==> config.mk <==
export PLATFORM = sky130hd
export DESIGN_NAME = sram_bank_conflict_counter_top_flat
export DESIGN_NICKNAME = d
export VERILOG_FILES = /design/src/sv/sbcc_pkg.sv /design/src/sv/sbcc_if.sv /design/src/sv/sram_bank_conflict_counter_top.sv /design/src/sv/sbcc_ram.sv /design/src/sv/sbcc_div.sv /design/src/flat_wrapper.sv
export VERILOG_INCLUDE_DIRS = /design/src /design/src/sv
export SDC_FILE = /design/constraint.sdc
export NUM_CORES = 2
export LEC_CHECK = 0
export ABC_AREA = 0
export BUFFER_PORTS_ARGS = -buffer_cell sky130_fd_sc_hd__buf_2
export CORE_ASPECT_RATIO = 0.5
export CORE_MARGIN = 2
export CORE_UTILIZATION = 50
export CTS_CLUSTER_SIZE = 16
export DETAILED_ROUTE_END_ITERATION = 10
export PLACE_DENSITY = 0.75
export SETUP_SLACK_MARGIN = 0.3
export SLEW_MARGIN = 20
export SYNTH_ARGS = -nofsm -noshare
export SYNTH_HDL_FRONTEND = slang
export SYNTH_SLANG_ARGS = --single-unit
==> constraint.sdc <==
create_clock -name clock -period 6.75 [get_ports clock]
set_clock_uncertainty 0.05 [all_clocks]
set_input_delay 0.675 -clock clock [delete_from_list [all_inputs] [get_ports clock]]
set_output_delay 0.675 -clock clock [all_outputs]
set_load 0.02 [all_outputs]
==> src/sv/sram_bank_conflict_counter_top_defines.svh <==
// Assertion macros for the bank conflict counter.
`ifndef SRAM_BANK_CONFLICT_COUNTER_TOP_DEFINES_SVH
`define SRAM_BANK_CONFLICT_COUNTER_TOP_DEFINES_SVH
`ifndef NO_ASSERTIONS
`define SBCC_ASSERT_ALWAYS(label, clk, rst, expr) \
   label: assert property (@(posedge clk) disable iff (rst) (expr)) \
      else $error("sbcc assertion failed");
`define SBCC_ASSERT_NEXT(label, clk, rst, cond, expr) \
   label: assert property (@(posedge clk) disable iff (rst) (cond) |=> (expr)) \
      else $error("sbcc assertion failed");
`else
`define SBCC_ASSERT_ALWAYS(label, clk, rst, expr)
`define SBCC_ASSERT_NEXT(label, clk, rst, cond, expr)
`endif
`endif

==> src/sv/sbcc_pkg.sv <==
// Package with constants and types of the bank conflict counter.
package sbcc_pkg;
   localparam int MAX_WORDS_DEF = 64;
   localparam int MAX_BANKS_DEF = 32;
   localparam int ADDR_BITS     = 24;
   localparam int NBYTES_W      = 7;
   localparam int CSR_IDX_W     = 2;
   localparam int CSR_DATA_W    = 13;
   localparam int BT_W          = 16;
   localparam int FACTOR_W      = 7;
   localparam int HIT_W         = 6;
   localparam int UTIL_W        = 16;
   localparam int FRAC_BITS     = 15;
   localparam int DIVD_W        = BT_W + FRAC_BITS;
   localparam int DIVS_W        = CSR_DATA_W + FACTOR_W;
   localparam int MAX_BW        = 6;

   typedef enum logic [CSR_IDX_W-1:0] {
      CSR_BANK_WIDTH = 2'd0,
      CSR_NUM_BANKS  = 2'd1,
      CSR_PEAK       = 2'd2
   } csr_index_type;

   typedef enum logic [3:0] {
      ST_IDLE,
      ST_RD_STORE,
      ST_CMP_STORE,
      ST_NEW_WORD,
      ST_BANK_UPD,
      ST_SCAN_RD,
      ST_SCAN_ACC,
      ST_DEN,
      ST_DIV_START,
      ST_DIV_WAIT,
      ST_OUT
   } state_type;
endpackage

==> src/sv/sbcc_if.sv <==
// Request and response channel interfaces of the bank conflict counter.
interface sbcc_req_if import sbcc_pkg::*; ();
   logic                 valid;
   logic                 ready;
   logic [ADDR_BITS-1:0] byte_offset;
   logic [NBYTES_W-1:0]  access_bytes;
   logic                 last_access;
   modport source (output valid, byte_offset, access_bytes, last_access, input ready);
   modport sink (input valid, byte_offset, access_bytes, last_access, output ready);
endinterface

interface sbcc_rsp_if import sbcc_pkg::*; ();
   logic                valid;
   logic                ready;
   logic [FACTOR_W-1:0] conflict_factor;
   logic [HIT_W-1:0]    banks_hit;
   logic [UTIL_W-1:0]   utilisation_q15;
   logic                utilisation_valid;
   logic                store_overflow;
   modport source (output valid, conflict_factor, banks_hit, utilisation_q15,
                   utilisation_valid, store_overflow, input ready);
   modport sink (input valid, conflict_factor, banks_hit, utilisation_q15,
                 utilisation_valid, store_overflow, output ready);
endinterface

==> src/sv/sram_bank_conflict_counter_top.sv <==
// Top level of the shared memory bank conflict counter.
//
//   Channel  Dir  Handshake      Carries
//   req_if   in   valid/ready    byte_offset, access_bytes, last_access
//   rsp_if   out  valid/ready    conflict_factor, banks_hit, utilisation, flags
//   csr_*    in   csr_we         register index and write data
//
// A request is taken in the idle state; for each bank word it touches, the word store RAM is read
// and compared for each stored word searched, then the bank count is updated, after a new-word step if the word is new.
// A last request then scans the bank count RAM bank by bank (read, then accumulate), forms the
// factor, forms the divisor product, runs the serial divider when the peak is nonzero
// and loads the response. Reset is synchronous; bank counts are cleared by valid flops.
// A waiting response holds the next report in its final state, which stalls the requests.
`include "sram_bank_conflict_counter_top_defines.svh"
module sram_bank_conflict_counter_top import sbcc_pkg::*; #(
   parameter int MAX_WORDS = MAX_WORDS_DEF,
   parameter int MAX_BANKS = MAX_BANKS_DEF
) (
   input  logic                  clock,
   input  logic                  reset,
   sbcc_req_if.sink              req_if,
   sbcc_rsp_if.source            rsp_if,
   input  logic                  csr_we,
   input  logic [CSR_IDX_W-1:0]  csr_index,
   input  logic [CSR_DATA_W-1:0] csr_wdata
);
   localparam int AW     = $clog2(MAX_WORDS);
   localparam int FW     = $clog2(MAX_WORDS + 1);
   localparam int BI     = (MAX_BANKS > 1) ? $clog2(MAX_BANKS) : 1;
   localparam int BCW    = $clog2(MAX_BANKS + 1);
   localparam int NB_MAX = $clog2(MAX_BANKS + 1) - 1;
   localparam int CW     = $clog2(MAX_WORDS + 1);

   state_type state_ff, state_in;

   logic [2:0]            bw_cfg_ff, nb_cfg_ff;
   logic [CSR_DATA_W-1:0] peak_ff;

   logic [2:0]            bw_ff, bw_in, nb_ff, nb_in;
   logic [ADDR_BITS-1:0]  first_ff, first_in;
   logic [7:0]            nwords_ff, nwords_in, k_ff, k_in;
   logic                  last_ff, last_in;
   logic [FW-1:0]         fill_ff, fill_in, scan_ff, scan_in;
   logic [BT_W-1:0]       bt_ff, bt_in;
   logic                  ovf_ff, ovf_in;
   logic [BI-1:0]         bank_ff, bank_in;
   logic [MAX_BANKS-1:0]  bvalid_ff, bvalid_in;
   logic [BCW-1:0]        bscan_ff, bscan_in;
   logic [CW-1:0]         max_ff, max_in;
   logic [6:0]            hit_ff, hit_in;
   logic [DIVS_W-1:0]     den_ff, den_in;
   logic [FACTOR_W-1:0]   factor_ff, factor_in;
   logic [UTIL_W-1:0]     util_ff, util_in;

   logic                  rv_ff, rv_in;
   logic [FACTOR_W-1:0]   r_factor_ff, r_factor_in;
   logic [HIT_W-1:0]      r_hit_ff, r_hit_in;
   logic [UTIL_W-1:0]     r_util_ff, r_util_in;
   logic                  r_uvalid_ff, r_uvalid_in;
   logic                  r_ovf_ff, r_ovf_in;

   logic [ADDR_BITS-1:0]  word_cur;
   logic [BI-1:0]         bank_cur;
   logic                  st_we, bk_we;
   logic [AW-1:0]         st_raddr;
   logic [ADDR_BITS-1:0]  st_rdata;
   logic [BI-1:0]         bk_raddr;
   logic [CW-1:0]         bk_rdata, bk_cnt;
   logic                  div_start, div_done;
   logic [DIVD_W-1:0]     div_dividend, div_q;
   logic                  req_fire;
   logic [2:0]            req_bw, req_nb;
   logic [5:0]            word_ofs;
   logic [7:0]            span;
   logic [BT_W:0]         bt_sum;
   logic [BT_W-1:0]       num_base;
   logic                  report_load;

   always_ff @(posedge clock) begin
      if (reset) begin
         bw_cfg_ff <= 3'd3;
         nb_cfg_ff <= 3'd4;
         peak_ff   <= CSR_DATA_W'(128);
      end else if (csr_we) begin
         unique case (csr_index)
            CSR_BANK_WIDTH: bw_cfg_ff <= csr_wdata[2:0];
            CSR_NUM_BANKS:  nb_cfg_ff <= csr_wdata[2:0];
            CSR_PEAK:       peak_ff   <= csr_wdata;
            default: ;
         endcase
      end
   end

   sbcc_ram #(.WIDTH(ADDR_BITS), .DEPTH(MAX_WORDS), .AW(AW)) u_store (
      .clock (clock),
      .we    (st_we),
      .waddr (fill_ff[AW-1:0]),
      .wdata (word_cur),
      .raddr (st_raddr),
      .rdata (st_rdata)
   );

   sbcc_ram #(.WIDTH(CW), .DEPTH(MAX_BANKS), .AW(BI)) u_banks (
      .clock (clock),
      .we    (bk_we),
      .waddr (bank_ff),
      .wdata (bk_cnt + 1'b1),
      .raddr (bk_raddr),
      .rdata (bk_rdata)
   );

   sbcc_div u_div (
      .clock    (clock),
      .reset    (reset),
      .start    (div_start),
      .dividend (div_dividend),
      .divisor  (den_ff),
      .done     (div_done),
      .quotient (div_q)
   );

   assign req_bw   = (bw_cfg_ff > 3'(MAX_BW)) ? 3'(MAX_BW) : bw_cfg_ff;
   assign req_nb   = (nb_cfg_ff > 3'(NB_MAX)) ? 3'(NB_MAX) : nb_cfg_ff;
   assign word_ofs = req_if.byte_offset[5:0] & ~(6'h3f << req_bw);
   assign span     = 8'(({2'b00, word_ofs} + {1'b0, req_if.access_bytes} - 8'd1) >> req_bw);
   assign bt_sum   = {1'b0, bt_ff} + (BT_W + 1)'(req_if.access_bytes);
   assign word_cur = (first_ff + ADDR_BITS'(k_ff)) & ({ADDR_BITS{1'b1}} >> bw_ff);
   assign bank_cur = word_cur[BI-1:0] & ~({BI{1'b1}} << nb_ff);
   assign bk_cnt   = bvalid_ff[bank_ff] ? bk_rdata : '0;
   assign num_base = (bt_ff > BT_W'(peak_ff)) ? bt_ff : BT_W'(peak_ff);
   assign div_dividend = {num_base, FRAC_BITS'(0)};
   assign req_fire = req_if.valid && req_if.ready;
   assign req_if.ready = (state_ff == ST_IDLE);

   always_comb begin
      state_in    = state_ff;
      bw_in       = bw_ff;
      nb_in       = nb_ff;
      first_in    = first_ff;
      nwords_in   = nwords_ff;
      k_in        = k_ff;
      last_in     = last_ff;
      fill_in     = fill_ff;
      scan_in     = scan_ff;
      bt_in       = bt_ff;
      ovf_in      = ovf_ff;
      bank_in     = bank_ff;
      bvalid_in   = bvalid_ff;
      bscan_in    = bscan_ff;
      max_in      = max_ff;
      hit_in      = hit_ff;
      den_in      = den_ff;
      factor_in   = factor_ff;
      util_in     = util_ff;
      st_we       = 1'b0;
      bk_we       = 1'b0;
      st_raddr    = scan_ff[AW-1:0];
      bk_raddr    = (state_ff == ST_SCAN_RD) ? bscan_ff[BI-1:0] : bank_cur;
      div_start   = 1'b0;
      report_load = 1'b0;
      rv_in       = rv_ff && !rsp_if.ready;
      r_factor_in = r_factor_ff;
      r_hit_in    = r_hit_ff;
      r_util_in   = r_util_ff;
      r_uvalid_in = r_uvalid_ff;
      r_ovf_in    = r_ovf_ff;

      unique case (state_ff)
         ST_IDLE: begin
            if (req_fire) begin
               bw_in     = req_bw;
               nb_in     = req_nb;
               first_in  = req_if.byte_offset >> req_bw;
               nwords_in = span + 8'd1;
               k_in      = '0;
               scan_in   = '0;
               last_in   = req_if.last_access;
               bscan_in  = '0;
               max_in    = '0;
               hit_in    = '0;
               if (req_if.access_bytes == '0) begin
                  state_in = req_if.last_access ? ST_SCAN_RD : ST_IDLE;
               end else begin
                  bt_in    = bt_sum[BT_W] ? {BT_W{1'b1}} : bt_sum[BT_W-1:0];
                  state_in = (fill_ff == '0) ? ST_NEW_WORD : ST_RD_STORE;
               end
            end
         end
         ST_RD_STORE: begin
            state_in = ST_CMP_STORE;
         end
         ST_CMP_STORE: begin
            if (st_rdata == word_cur) begin
               state_in = ST_BANK_UPD;
            end else if (scan_ff + 1'b1 == fill_ff) begin
               state_in = ST_NEW_WORD;
            end else begin
               scan_in  = scan_ff + 1'b1;
               state_in = ST_RD_STORE;
            end
         end
         ST_NEW_WORD: begin
            if (fill_ff >= FW'(MAX_WORDS)) begin
               ovf_in = 1'b1;
            end else begin
               st_we   = 1'b1;
               fill_in = fill_ff + 1'b1;
               bank_in = bank_cur;
            end
            scan_in  = FW'(MAX_WORDS);
            state_in = ST_BANK_UPD;
         end
         ST_BANK_UPD: begin
            if (scan_ff == FW'(MAX_WORDS) && !ovf_ff && !(fill_ff > FW'(MAX_WORDS))) begin
               bk_we = !(fill_ff == FW'(MAX_WORDS) && ovf_in && st_we);
            end
            if (k_ff + 8'd1 == nwords_ff) begin
               state_in = last_ff ? ST_SCAN_RD : ST_IDLE;
            end else begin
               k_in     = k_ff + 8'd1;
               scan_in  = '0;
               state_in = (fill_in == '0) ? ST_NEW_WORD : ST_RD_STORE;
            end
            if (bk_we) begin
               bvalid_in[bank_ff] = 1'b1;
            end
         end
         ST_SCAN_RD: begin
            state_in = ST_SCAN_ACC;
         end
         ST_SCAN_ACC: begin
            if (bvalid_ff[bscan_ff[BI-1:0]] && bk_rdata != '0) begin
               hit_in = hit_ff + 7'd1;
               if (bk_rdata > max_ff) begin
                  max_in = bk_rdata;
               end
            end
            if (bscan_ff + 1'b1 == BCW'(MAX_BANKS)) begin
               state_in = ST_DEN;
            end else begin
               bscan_in = bscan_ff + 1'b1;
               state_in = ST_SCAN_RD;
            end
         end
         ST_DEN: begin
            if (max_ff == '0) begin
               factor_in = FACTOR_W'(1);
            end else if (max_ff > CW'(127)) begin
               factor_in = FACTOR_W'(127);
            end else begin
               factor_in = FACTOR_W'(max_ff);
            end
            state_in = ST_DIV_START;
         end
         ST_DIV_START: begin
            den_in = DIVS_W'(peak_ff * factor_ff);
            if (peak_ff == '0) begin
               state_in = ST_OUT;
            end else begin
               div_start = 1'b1;
               state_in  = ST_DIV_WAIT;
            end
         end
         ST_DIV_WAIT: begin
            if (div_done) begin
               util_in  = (div_q > DIVD_W'(32768)) ? UTIL_W'(32768) : div_q[UTIL_W-1:0];
               state_in = ST_OUT;
            end
         end
         ST_OUT: begin
            if (!rv_ff || rsp_if.ready) begin
               report_load = 1'b1;
               rv_in       = 1'b1;
               r_factor_in = factor_ff;
               r_hit_in    = hit_ff[HIT_W-1:0];
               r_uvalid_in = (peak_ff != '0);
               r_util_in   = (peak_ff == '0) ? '0 : util_ff;
               r_ovf_in    = ovf_ff;
               fill_in     = '0;
               bt_in       = '0;
               ovf_in      = 1'b0;
               bvalid_in   = '0;
               state_in    = ST_IDLE;
            end
         end
         default: state_in = ST_IDLE;
      endcase
   end

   always_ff @(posedge clock) begin
      if (reset) begin
         state_ff  <= ST_IDLE;
         fill_ff   <= '0;
         bt_ff     <= '0;
         ovf_ff    <= 1'b0;
         bvalid_ff <= '0;
         rv_ff     <= 1'b0;
      end else begin
         state_ff  <= state_in;
         fill_ff   <= fill_in;
         bt_ff     <= bt_in;
         ovf_ff    <= ovf_in;
         bvalid_ff <= bvalid_in;
         rv_ff     <= rv_in;
      end
      bw_ff       <= bw_in;
      nb_ff       <= nb_in;
      first_ff    <= first_in;
      nwords_ff   <= nwords_in;
      k_ff        <= k_in;
      last_ff     <= last_in;
      scan_ff     <= scan_in;
      bank_ff     <= bank_in;
      bscan_ff    <= bscan_in;
      max_ff      <= max_in;
      hit_ff      <= hit_in;
      den_ff      <= den_in;
      factor_ff   <= factor_in;
      util_ff     <= util_in;
      r_factor_ff <= r_factor_in;
      r_hit_ff    <= r_hit_in;
      r_util_ff   <= r_util_in;
      r_uvalid_ff <= r_uvalid_in;
      r_ovf_ff    <= r_ovf_in;
   end

   assign rsp_if.valid             = rv_ff;
   assign rsp_if.conflict_factor   = r_factor_ff;
   assign rsp_if.banks_hit         = r_hit_ff;
   assign rsp_if.utilisation_q15   = r_util_ff;
   assign rsp_if.utilisation_valid = r_uvalid_ff;
   assign rsp_if.store_overflow    = r_ovf_ff;

   `SBCC_ASSERT_ALWAYS(a_fill_bound, clock, reset, fill_ff <= FW'(MAX_WORDS))
   `SBCC_ASSERT_ALWAYS(a_ovf_full, clock, reset, !ovf_ff || fill_ff == FW'(MAX_WORDS))
   `SBCC_ASSERT_NEXT(a_clear_after_report, clock, reset, report_load, fill_ff == '0 && bvalid_ff == '0 && rv_ff)
   `SBCC_ASSERT_ALWAYS(a_div_done_wait, clock, reset, !div_done || state_ff == ST_DIV_WAIT)
endmodule

==> src/sv/sbcc_ram.sv <==
// Generic single-write, single-read RAM with registered read data.
module sbcc_ram #(
   parameter int WIDTH = 8,
   parameter int DEPTH = 16,
   parameter int AW    = (DEPTH > 1) ? $clog2(DEPTH) : 1
) (
   input  logic             clock,
   input  logic             we,
   input  logic [AW-1:0]    waddr,
   input  logic [WIDTH-1:0] wdata,
   input  logic [AW-1:0]    raddr,
   output logic [WIDTH-1:0] rdata
);
   logic [WIDTH-1:0] mem_ff [DEPTH];
   logic [WIDTH-1:0] rdata_ff;

   always_ff @(posedge clock) begin
      if (we) begin
         mem_ff[waddr] <= wdata;
      end
      rdata_ff <= mem_ff[raddr];
   end

   assign rdata = rdata_ff;
endmodule

==> src/sv/sbcc_div.sv <==
// Restoring divider producing one quotient bit per cycle.
module sbcc_div import sbcc_pkg::*; (
   input  logic              clock,
   input  logic              reset,
   input  logic              start,
   input  logic [DIVD_W-1:0] dividend,
   input  logic [DIVS_W-1:0] divisor,
   output logic              done,
   output logic [DIVD_W-1:0] quotient
);
   localparam int CNT_W = $clog2(DIVD_W + 1);

   logic              busy_ff, busy_in;
   logic [CNT_W-1:0]  cnt_ff, cnt_in;
   logic [DIVD_W-1:0] quo_ff, quo_in;
   logic [DIVS_W-1:0] rem_ff, rem_in;
   logic [DIVS_W:0]   trial;
   logic              fits;

   always_comb begin
      trial   = {rem_ff, quo_ff[DIVD_W-1]};
      fits    = trial >= {1'b0, divisor};
      busy_in = busy_ff;
      cnt_in  = cnt_ff;
      quo_in  = quo_ff;
      rem_in  = rem_ff;
      done    = 1'b0;
      if (start) begin
         busy_in = 1'b1;
         cnt_in  = CNT_W'(DIVD_W);
         quo_in  = dividend;
         rem_in  = '0;
      end else if (busy_ff) begin
         rem_in = fits ? DIVS_W'(trial - {1'b0, divisor}) : trial[DIVS_W-1:0];
         quo_in = {quo_ff[DIVD_W-2:0], fits};
         cnt_in = cnt_ff - 1'b1;
         if (cnt_ff == CNT_W'(1)) begin
            busy_in = 1'b0;
            done    = 1'b1;
         end
      end
   end

   always_ff @(posedge clock) begin
      if (reset) begin
         busy_ff <= 1'b0;
         cnt_ff  <= '0;
      end else begin
         busy_ff <= busy_in;
         cnt_ff  <= cnt_in;
      end
      quo_ff <= quo_in;
      rem_ff <= rem_in;
   end

   assign quotient = quo_in;
endmodule

==> src/flat_wrapper.sv <==
// flat-port wrapper written by rule: the top's interface ports become plain ports
module sram_bank_conflict_counter_top_flat import sbcc_pkg::*;
#(
   parameter int MAX_WORDS = MAX_WORDS_DEF,
   parameter int MAX_BANKS = MAX_BANKS_DEF
)
  (clock, reset, csr_we, csr_index, csr_wdata, req_if_valid, req_if_byte_offset, req_if_access_bytes, req_if_last_access, req_if_ready, rsp_if_valid, rsp_if_conflict_factor, rsp_if_banks_hit, rsp_if_utilisation_q15, rsp_if_utilisation_valid, rsp_if_store_overflow, rsp_if_ready);
  sbcc_req_if req_if_i ();
  sbcc_rsp_if rsp_if_i ();
  input  logic clock;
  input  logic reset;
  input  logic csr_we;
  input  logic [CSR_IDX_W-1:0] csr_index;
  input  logic [CSR_DATA_W-1:0] csr_wdata;
  input wire logic [$bits(req_if_i.valid)-1:0] req_if_valid;
  input wire logic [$bits(req_if_i.byte_offset)-1:0] req_if_byte_offset;
  input wire logic [$bits(req_if_i.access_bytes)-1:0] req_if_access_bytes;
  input wire logic [$bits(req_if_i.last_access)-1:0] req_if_last_access;
  output wire logic [$bits(req_if_i.ready)-1:0] req_if_ready;
  output wire logic [$bits(rsp_if_i.valid)-1:0] rsp_if_valid;
  output wire logic [$bits(rsp_if_i.conflict_factor)-1:0] rsp_if_conflict_factor;
  output wire logic [$bits(rsp_if_i.banks_hit)-1:0] rsp_if_banks_hit;
  output wire logic [$bits(rsp_if_i.utilisation_q15)-1:0] rsp_if_utilisation_q15;
  output wire logic [$bits(rsp_if_i.utilisation_valid)-1:0] rsp_if_utilisation_valid;
  output wire logic [$bits(rsp_if_i.store_overflow)-1:0] rsp_if_store_overflow;
  input wire logic [$bits(rsp_if_i.ready)-1:0] rsp_if_ready;
  assign req_if_i.valid = req_if_valid;
  assign req_if_i.byte_offset = req_if_byte_offset;
  assign req_if_i.access_bytes = req_if_access_bytes;
  assign req_if_i.last_access = req_if_last_access;
  assign req_if_ready = req_if_i.ready;
  assign rsp_if_valid = rsp_if_i.valid;
  assign rsp_if_conflict_factor = rsp_if_i.conflict_factor;
  assign rsp_if_banks_hit = rsp_if_i.banks_hit;
  assign rsp_if_utilisation_q15 = rsp_if_i.utilisation_q15;
  assign rsp_if_utilisation_valid = rsp_if_i.utilisation_valid;
  assign rsp_if_store_overflow = rsp_if_i.store_overflow;
  assign rsp_if_i.ready = rsp_if_ready;
  sram_bank_conflict_counter_top #(.MAX_WORDS(MAX_WORDS), .MAX_BANKS(MAX_BANKS)) u_core (.clock(clock), .reset(reset), .req_if(req_if_i), .rsp_if(rsp_if_i), .csr_we(csr_we), .csr_index(csr_index), .csr_wdata(csr_wdata));
endmodule
==> flow_metrics.env <==
export IMPL_globalRouteMet3Util=0.0550
export IMPL_die_h_um=302
export IMPL_synth_top_area_cell="edfxtp_1"
export IMPL_post_route_period_util=0.794
export IMPL_die_area_um2=181000
export IMPL_fin_area_um2=98600
export IMPL_fmax_mhz=187
export IMPL_combPwrFrac=0.325
export IMPL_grt_pass1_wl_um=325000
export IMPL_wl_per_cell_um=27.8
export IMPL_core_um2=177000
export IMPL_antenna_found_initial=16
export IMPL_top_usage_layer="met2"
export IMPL_multi_input_area_um2=26800
export IMPL_postPlaceCellArea_um2=92700
export IMPL_whs_ns=0.0461
export IMPL_min_to="u_core.peak_ff[7]$_SDFFE_PP1P_"
export IMPL_worstPathArrival_ns=5.89
export IMPL_drc=0
export IMPL_endpoint_kind="flip-flop"
export IMPL_use_met2=0.398
export IMPL_grtUsageTotal=0.241
export IMPL_n_fill_cell=13100
export IMPL_postSynthCellCount=5289
export IMPL_cts_buffer_depth=3
export IMPL_use_met1=0.324
export IMPL_seq_power_share=0.418
export IMPL_grt_max_degree=99
export IMPL_yosysSeqAreaShare=0.684
export IMPL_period_needed_ns=5.36
export IMPL_regArea_um2=60800
export IMPL_cts_tree="yes"
export IMPL_synth_top_area_frac=0.646
export IMPL_initial_utilization=0.503
export IMPL_synth_area_leaders="edfxtp_1, mux4_2, dfxtp_1"
export IMPL_synth_edf_count=1912
export IMPL_vias_per_cell=6.27
export IMPL_switchingPower_uw=13500
export IMPL_cts_root_buf="clkbuf_16"
export IMPL_critPathRequiredTime_ns=7.28
export IMPL_async_reset_ff_frac=0
export IMPL_min_path_cells=2
export IMPL_synth_cell_types=89
export IMPL_cts_num_sinks=2080
export IMPL_clk_pin_slew_ns=0.07
export IMPL_rsz0062_at_grt="no"
export IMPL_hpwlAfterDp_um=129000
export IMPL_slowest_delay_ns=0.58
export IMPL_synth_net_count=5516
export IMPL_fin_util=0.558
export IMPL_setup_viol=0
export IMPL_min_delay_start="csr_wdata[7]"
export IMPL_switching_share=0.340
export IMPL_numCtsBuffers=180
export IMPL_relSlewSlack=0.246
export IMPL_rows=109
export IMPL_layout_nets=5600
export IMPL_status="finished clean"
export IMPL_grt_pass1_vias=49200
export IMPL_synthFlopType="edfxtp_1"
export IMPL_regToRegSetupSlack_ns=1.39
export IMPL_ys_ff_latch=2080
export IMPL_worstSetupStartpointType="flip-flop"
export IMPL_p_leak_uw=0.0326
export IMPL_drv_slew=0
export IMPL_rr_startpoint="u_core.factor_ff[1]$_SDFFCE_PP0P_"
export IMPL_postRouteAntennaNets=0
export IMPL_critPathKind="flip-flop to flip-flop"
export IMPL_syn2layout_area_growth_pct=10.9
export IMPL_r2r_end="u_core.den_ff[18]$_DFFE_PN_"
export IMPL_hp_class="input pin to flip-flop"
export IMPL_power_internal_uw=26200
export IMPL_drt_first_pass_iters=6
export IMPL_cp_max_fo=14
export IMPL_peakVddDrop_mv=0.364
export IMPL_power_density_nw_per_um2=403
export IMPL_netlist_area_um2=88900
export IMPL_rr_worst_depth=18
export IMPL_grt_overflow=0
export IMPL_ctsResizeCount=0
export IMPL_die_w_um=600
export IMPL_tightest_slew_ns=1.12
export IMPL_crit_chain="and2_1, fa_1, inv_1, fa_1, inv_1, fa_1, inv_1, fa_1, inv_1, ha_1, or2_2, a21oi_1, a21oi_1, a21bo_2, o41ai_1, o2111ai_1, a21oi_1, xnor2_1"
export IMPL_io_pins=85
export IMPL_dr_first_iter_drc_count=6189
export IMPL_p_clk_frac=0.257
export IMPL_htree_levels=4
export IMPL_syn_avg_cell_area_um2=16.8
export IMPL_layout_drive_gt1_share=0.206
export IMPL_clk_latency_ns=0.86
export IMPL_io_buffers=84
export IMPL_wl_um=220000
export IMPL_gp_congestion=0.933
export IMPL_drv_cap=0
export IMPL_finalSetupTns_ns=0
export IMPL_dr_total_vias=49600
export IMPL_yosysWarningCount=0
export IMPL_cpMaxStageDelayCell="edfxtp_1"
export IMPL_finalHoldViolations=0
-- per-layer routing --
metal | up-vias | share of wire
met5 | - | 0.00032
met4 | 10 | 0.030
met3 | 408 | 0.096
met2 | 2652 | 0.48
met1 | 25600 | 0.39
li1 | 21000 | -
-- layout make-up --
cell class	instances	area share
clock buffer	226	0.0490
multi-input combinational	2717	0.272
inverter	178	0.00680
antenna	7	0.000178
timing repair buffer	216	0.0158
clock inverter	104	0.00955
tap	2386	0.0303
sequential	2080	0.617
-- cells by family (layout without fill, tap and decap cells) --
family	count (synthesis)	after routing	synth area share
simple gates	1092	1092	0.0609
compound gates	679	679	0.0512
mux	648	648	0.141
xor+xnor	123	123	0.0121
flops	2080	2080	0.684
fa+ha+maj	175	175	0.0295
other cells	0	7	0
buf+inv	492	724	0.0212
-- cell usage after synthesis, drive strengths merged (12+ instances only) --
library cell  instances
edfxtp             1912
mux4                482
nor2                315
nand2               270
clkbuf              220
a21oi               187
inv                 178
dfxtp               168
and2                155
mux2i               131
ha                  117
a211oi              102
buf                  94
o21ai                91
xnor2                73
nand3                63
nor3                 63
fa                   58
a31oi                50
xor2                 50
a21o                 38
nand4                37
mux2                 35
a311oi               32
and3                 29
nor2b                23
nor4                 22
nand2b               20
o221ai               17
o22ai                17
nand3b               16
or2                  16
or3                  15
o21a                 14
o311ai               14
o211ai               12
-- layout by cell type (no fill, tap or decap), types with 49 or more instances in the layout --
cell / synthesis / final
nor2_1: 315 / 242
mux2i_1: 131 / 129
a211oi_1: 101 / 101
buf_2: 21 / 84
buf_4: 0 / 120
xnor2_1: 73 / 67
clkbuf_16: 0 / 182
ha_1: 117 / 116
nand3_1: 63 / 63
fa_1: 58 / 58
a21oi_1: 187 / 186
nand2_1: 270 / 270
edfxtp_1: 1912 / 1912
mux4_2: 482 / 482
and2_1: 135 / 134
o21ai_0: 89 / 89
dfxtp_1: 168 / 167
a31oi_1: 50 / 49
inv_1: 175 / 173
nor3_1: 53 / 51
nor2_2: 0 / 60
-- per-stage QoR --
step | std cells | setup slack (ns) | power [uW]
after floorplan | 5289 | 1.06 | 25100
after global placement | 7573 | 1.43 | 29200
after detailed placement | 7574 | 1.42 | 29600
after CTS | 7905 | 1.41 | 39700
after global routing | 7908 | 1.07 | 41200
final | 7914 | 1.39 | 39800
-- worst max-delay path, delay by kind of cell, from the launching register on --
kind	cells	cell delay (ns)
adder cells (fa/ha/maj)	5	2.17
AO/OA/AOI/OAI	6	1.42
AND/OR/NAND/NOR	2	0.60
flip-flops	1	0.58
buffers and inverters	4	0.24
XOR/XNOR	1	0.08
-- worst max path at each step --
stage	startpoint	endpoint	slack (ns)	cells past startpoint
final	u_core.factor_ff[1]$_SDFFCE_PP0P_	u_core.den_ff[18]$_DFFE_PN_	1.39	18
after floorplan	u_core.k_ff[2]$_SDFFCE_PN0P_	u_core.scan_ff[0]$_SDFFCE_PN0P_	1.06	10
after global placement	u_core.factor_ff[1]$_SDFFCE_PP0P_	u_core.den_ff[18]$_DFFE_PN_	1.43	18
after CTS	u_core.factor_ff[1]$_SDFFCE_PP0P_	u_core.den_ff[19]$_DFFE_PN_	1.41	16
after global routing	u_core.factor_ff[1]$_SDFFCE_PP0P_	u_core.den_ff[19]$_DFFE_PN_	1.07	18
after detailed placement	u_core.factor_ff[1]$_SDFFCE_PP0P_	u_core.den_ff[19]$_DFFE_PN_	1.42	16
-- registers in the layout, summed over array words and instances, names as in the netlist, 7 cells and up --
signal and cells:
u_core.k_ff 8, u_core.den_ff 20, u_core.rsp_if.conflict_factor 7, u_core.fill_ff 7, u_core.u_div.rem_ff 20, u_core.u_div.quo_ff 31
u_core.util_ff 16, u_core.rsp_if.utilisation_q15 16, u_core.u_store.mem_ff 1536, u_core.max_ff 7, u_core.bt_ff 16, u_core.first_ff 24
u_core.peak_ff 13, u_core.bvalid_ff 32, u_core.nwords_ff 8, u_core.u_banks.rdata 7, u_core.u_banks.mem_ff 224, u_core.factor_ff 7
u_core.u_store.rdata 24, u_core.scan_ff 7
-- power groups by stage --
stage | logic, uW | clock network, uW | registers, uW
finish | 12900 | 10200 | 16600
global route | 13700 | 10800 | 16700
CTS | 12800 | 10300 | 16600
detailed placement | 12700 | 0 | 16900
global placement | 12300 | 0 | 16800
floorplan | 8470 | 0 | 16600
-- repair_timing --
item,CTS,global route
hold buffers,1,0
hold endpoints to repair,1,0
setup buffers,0,0
(Power assumes the default switching activity.)
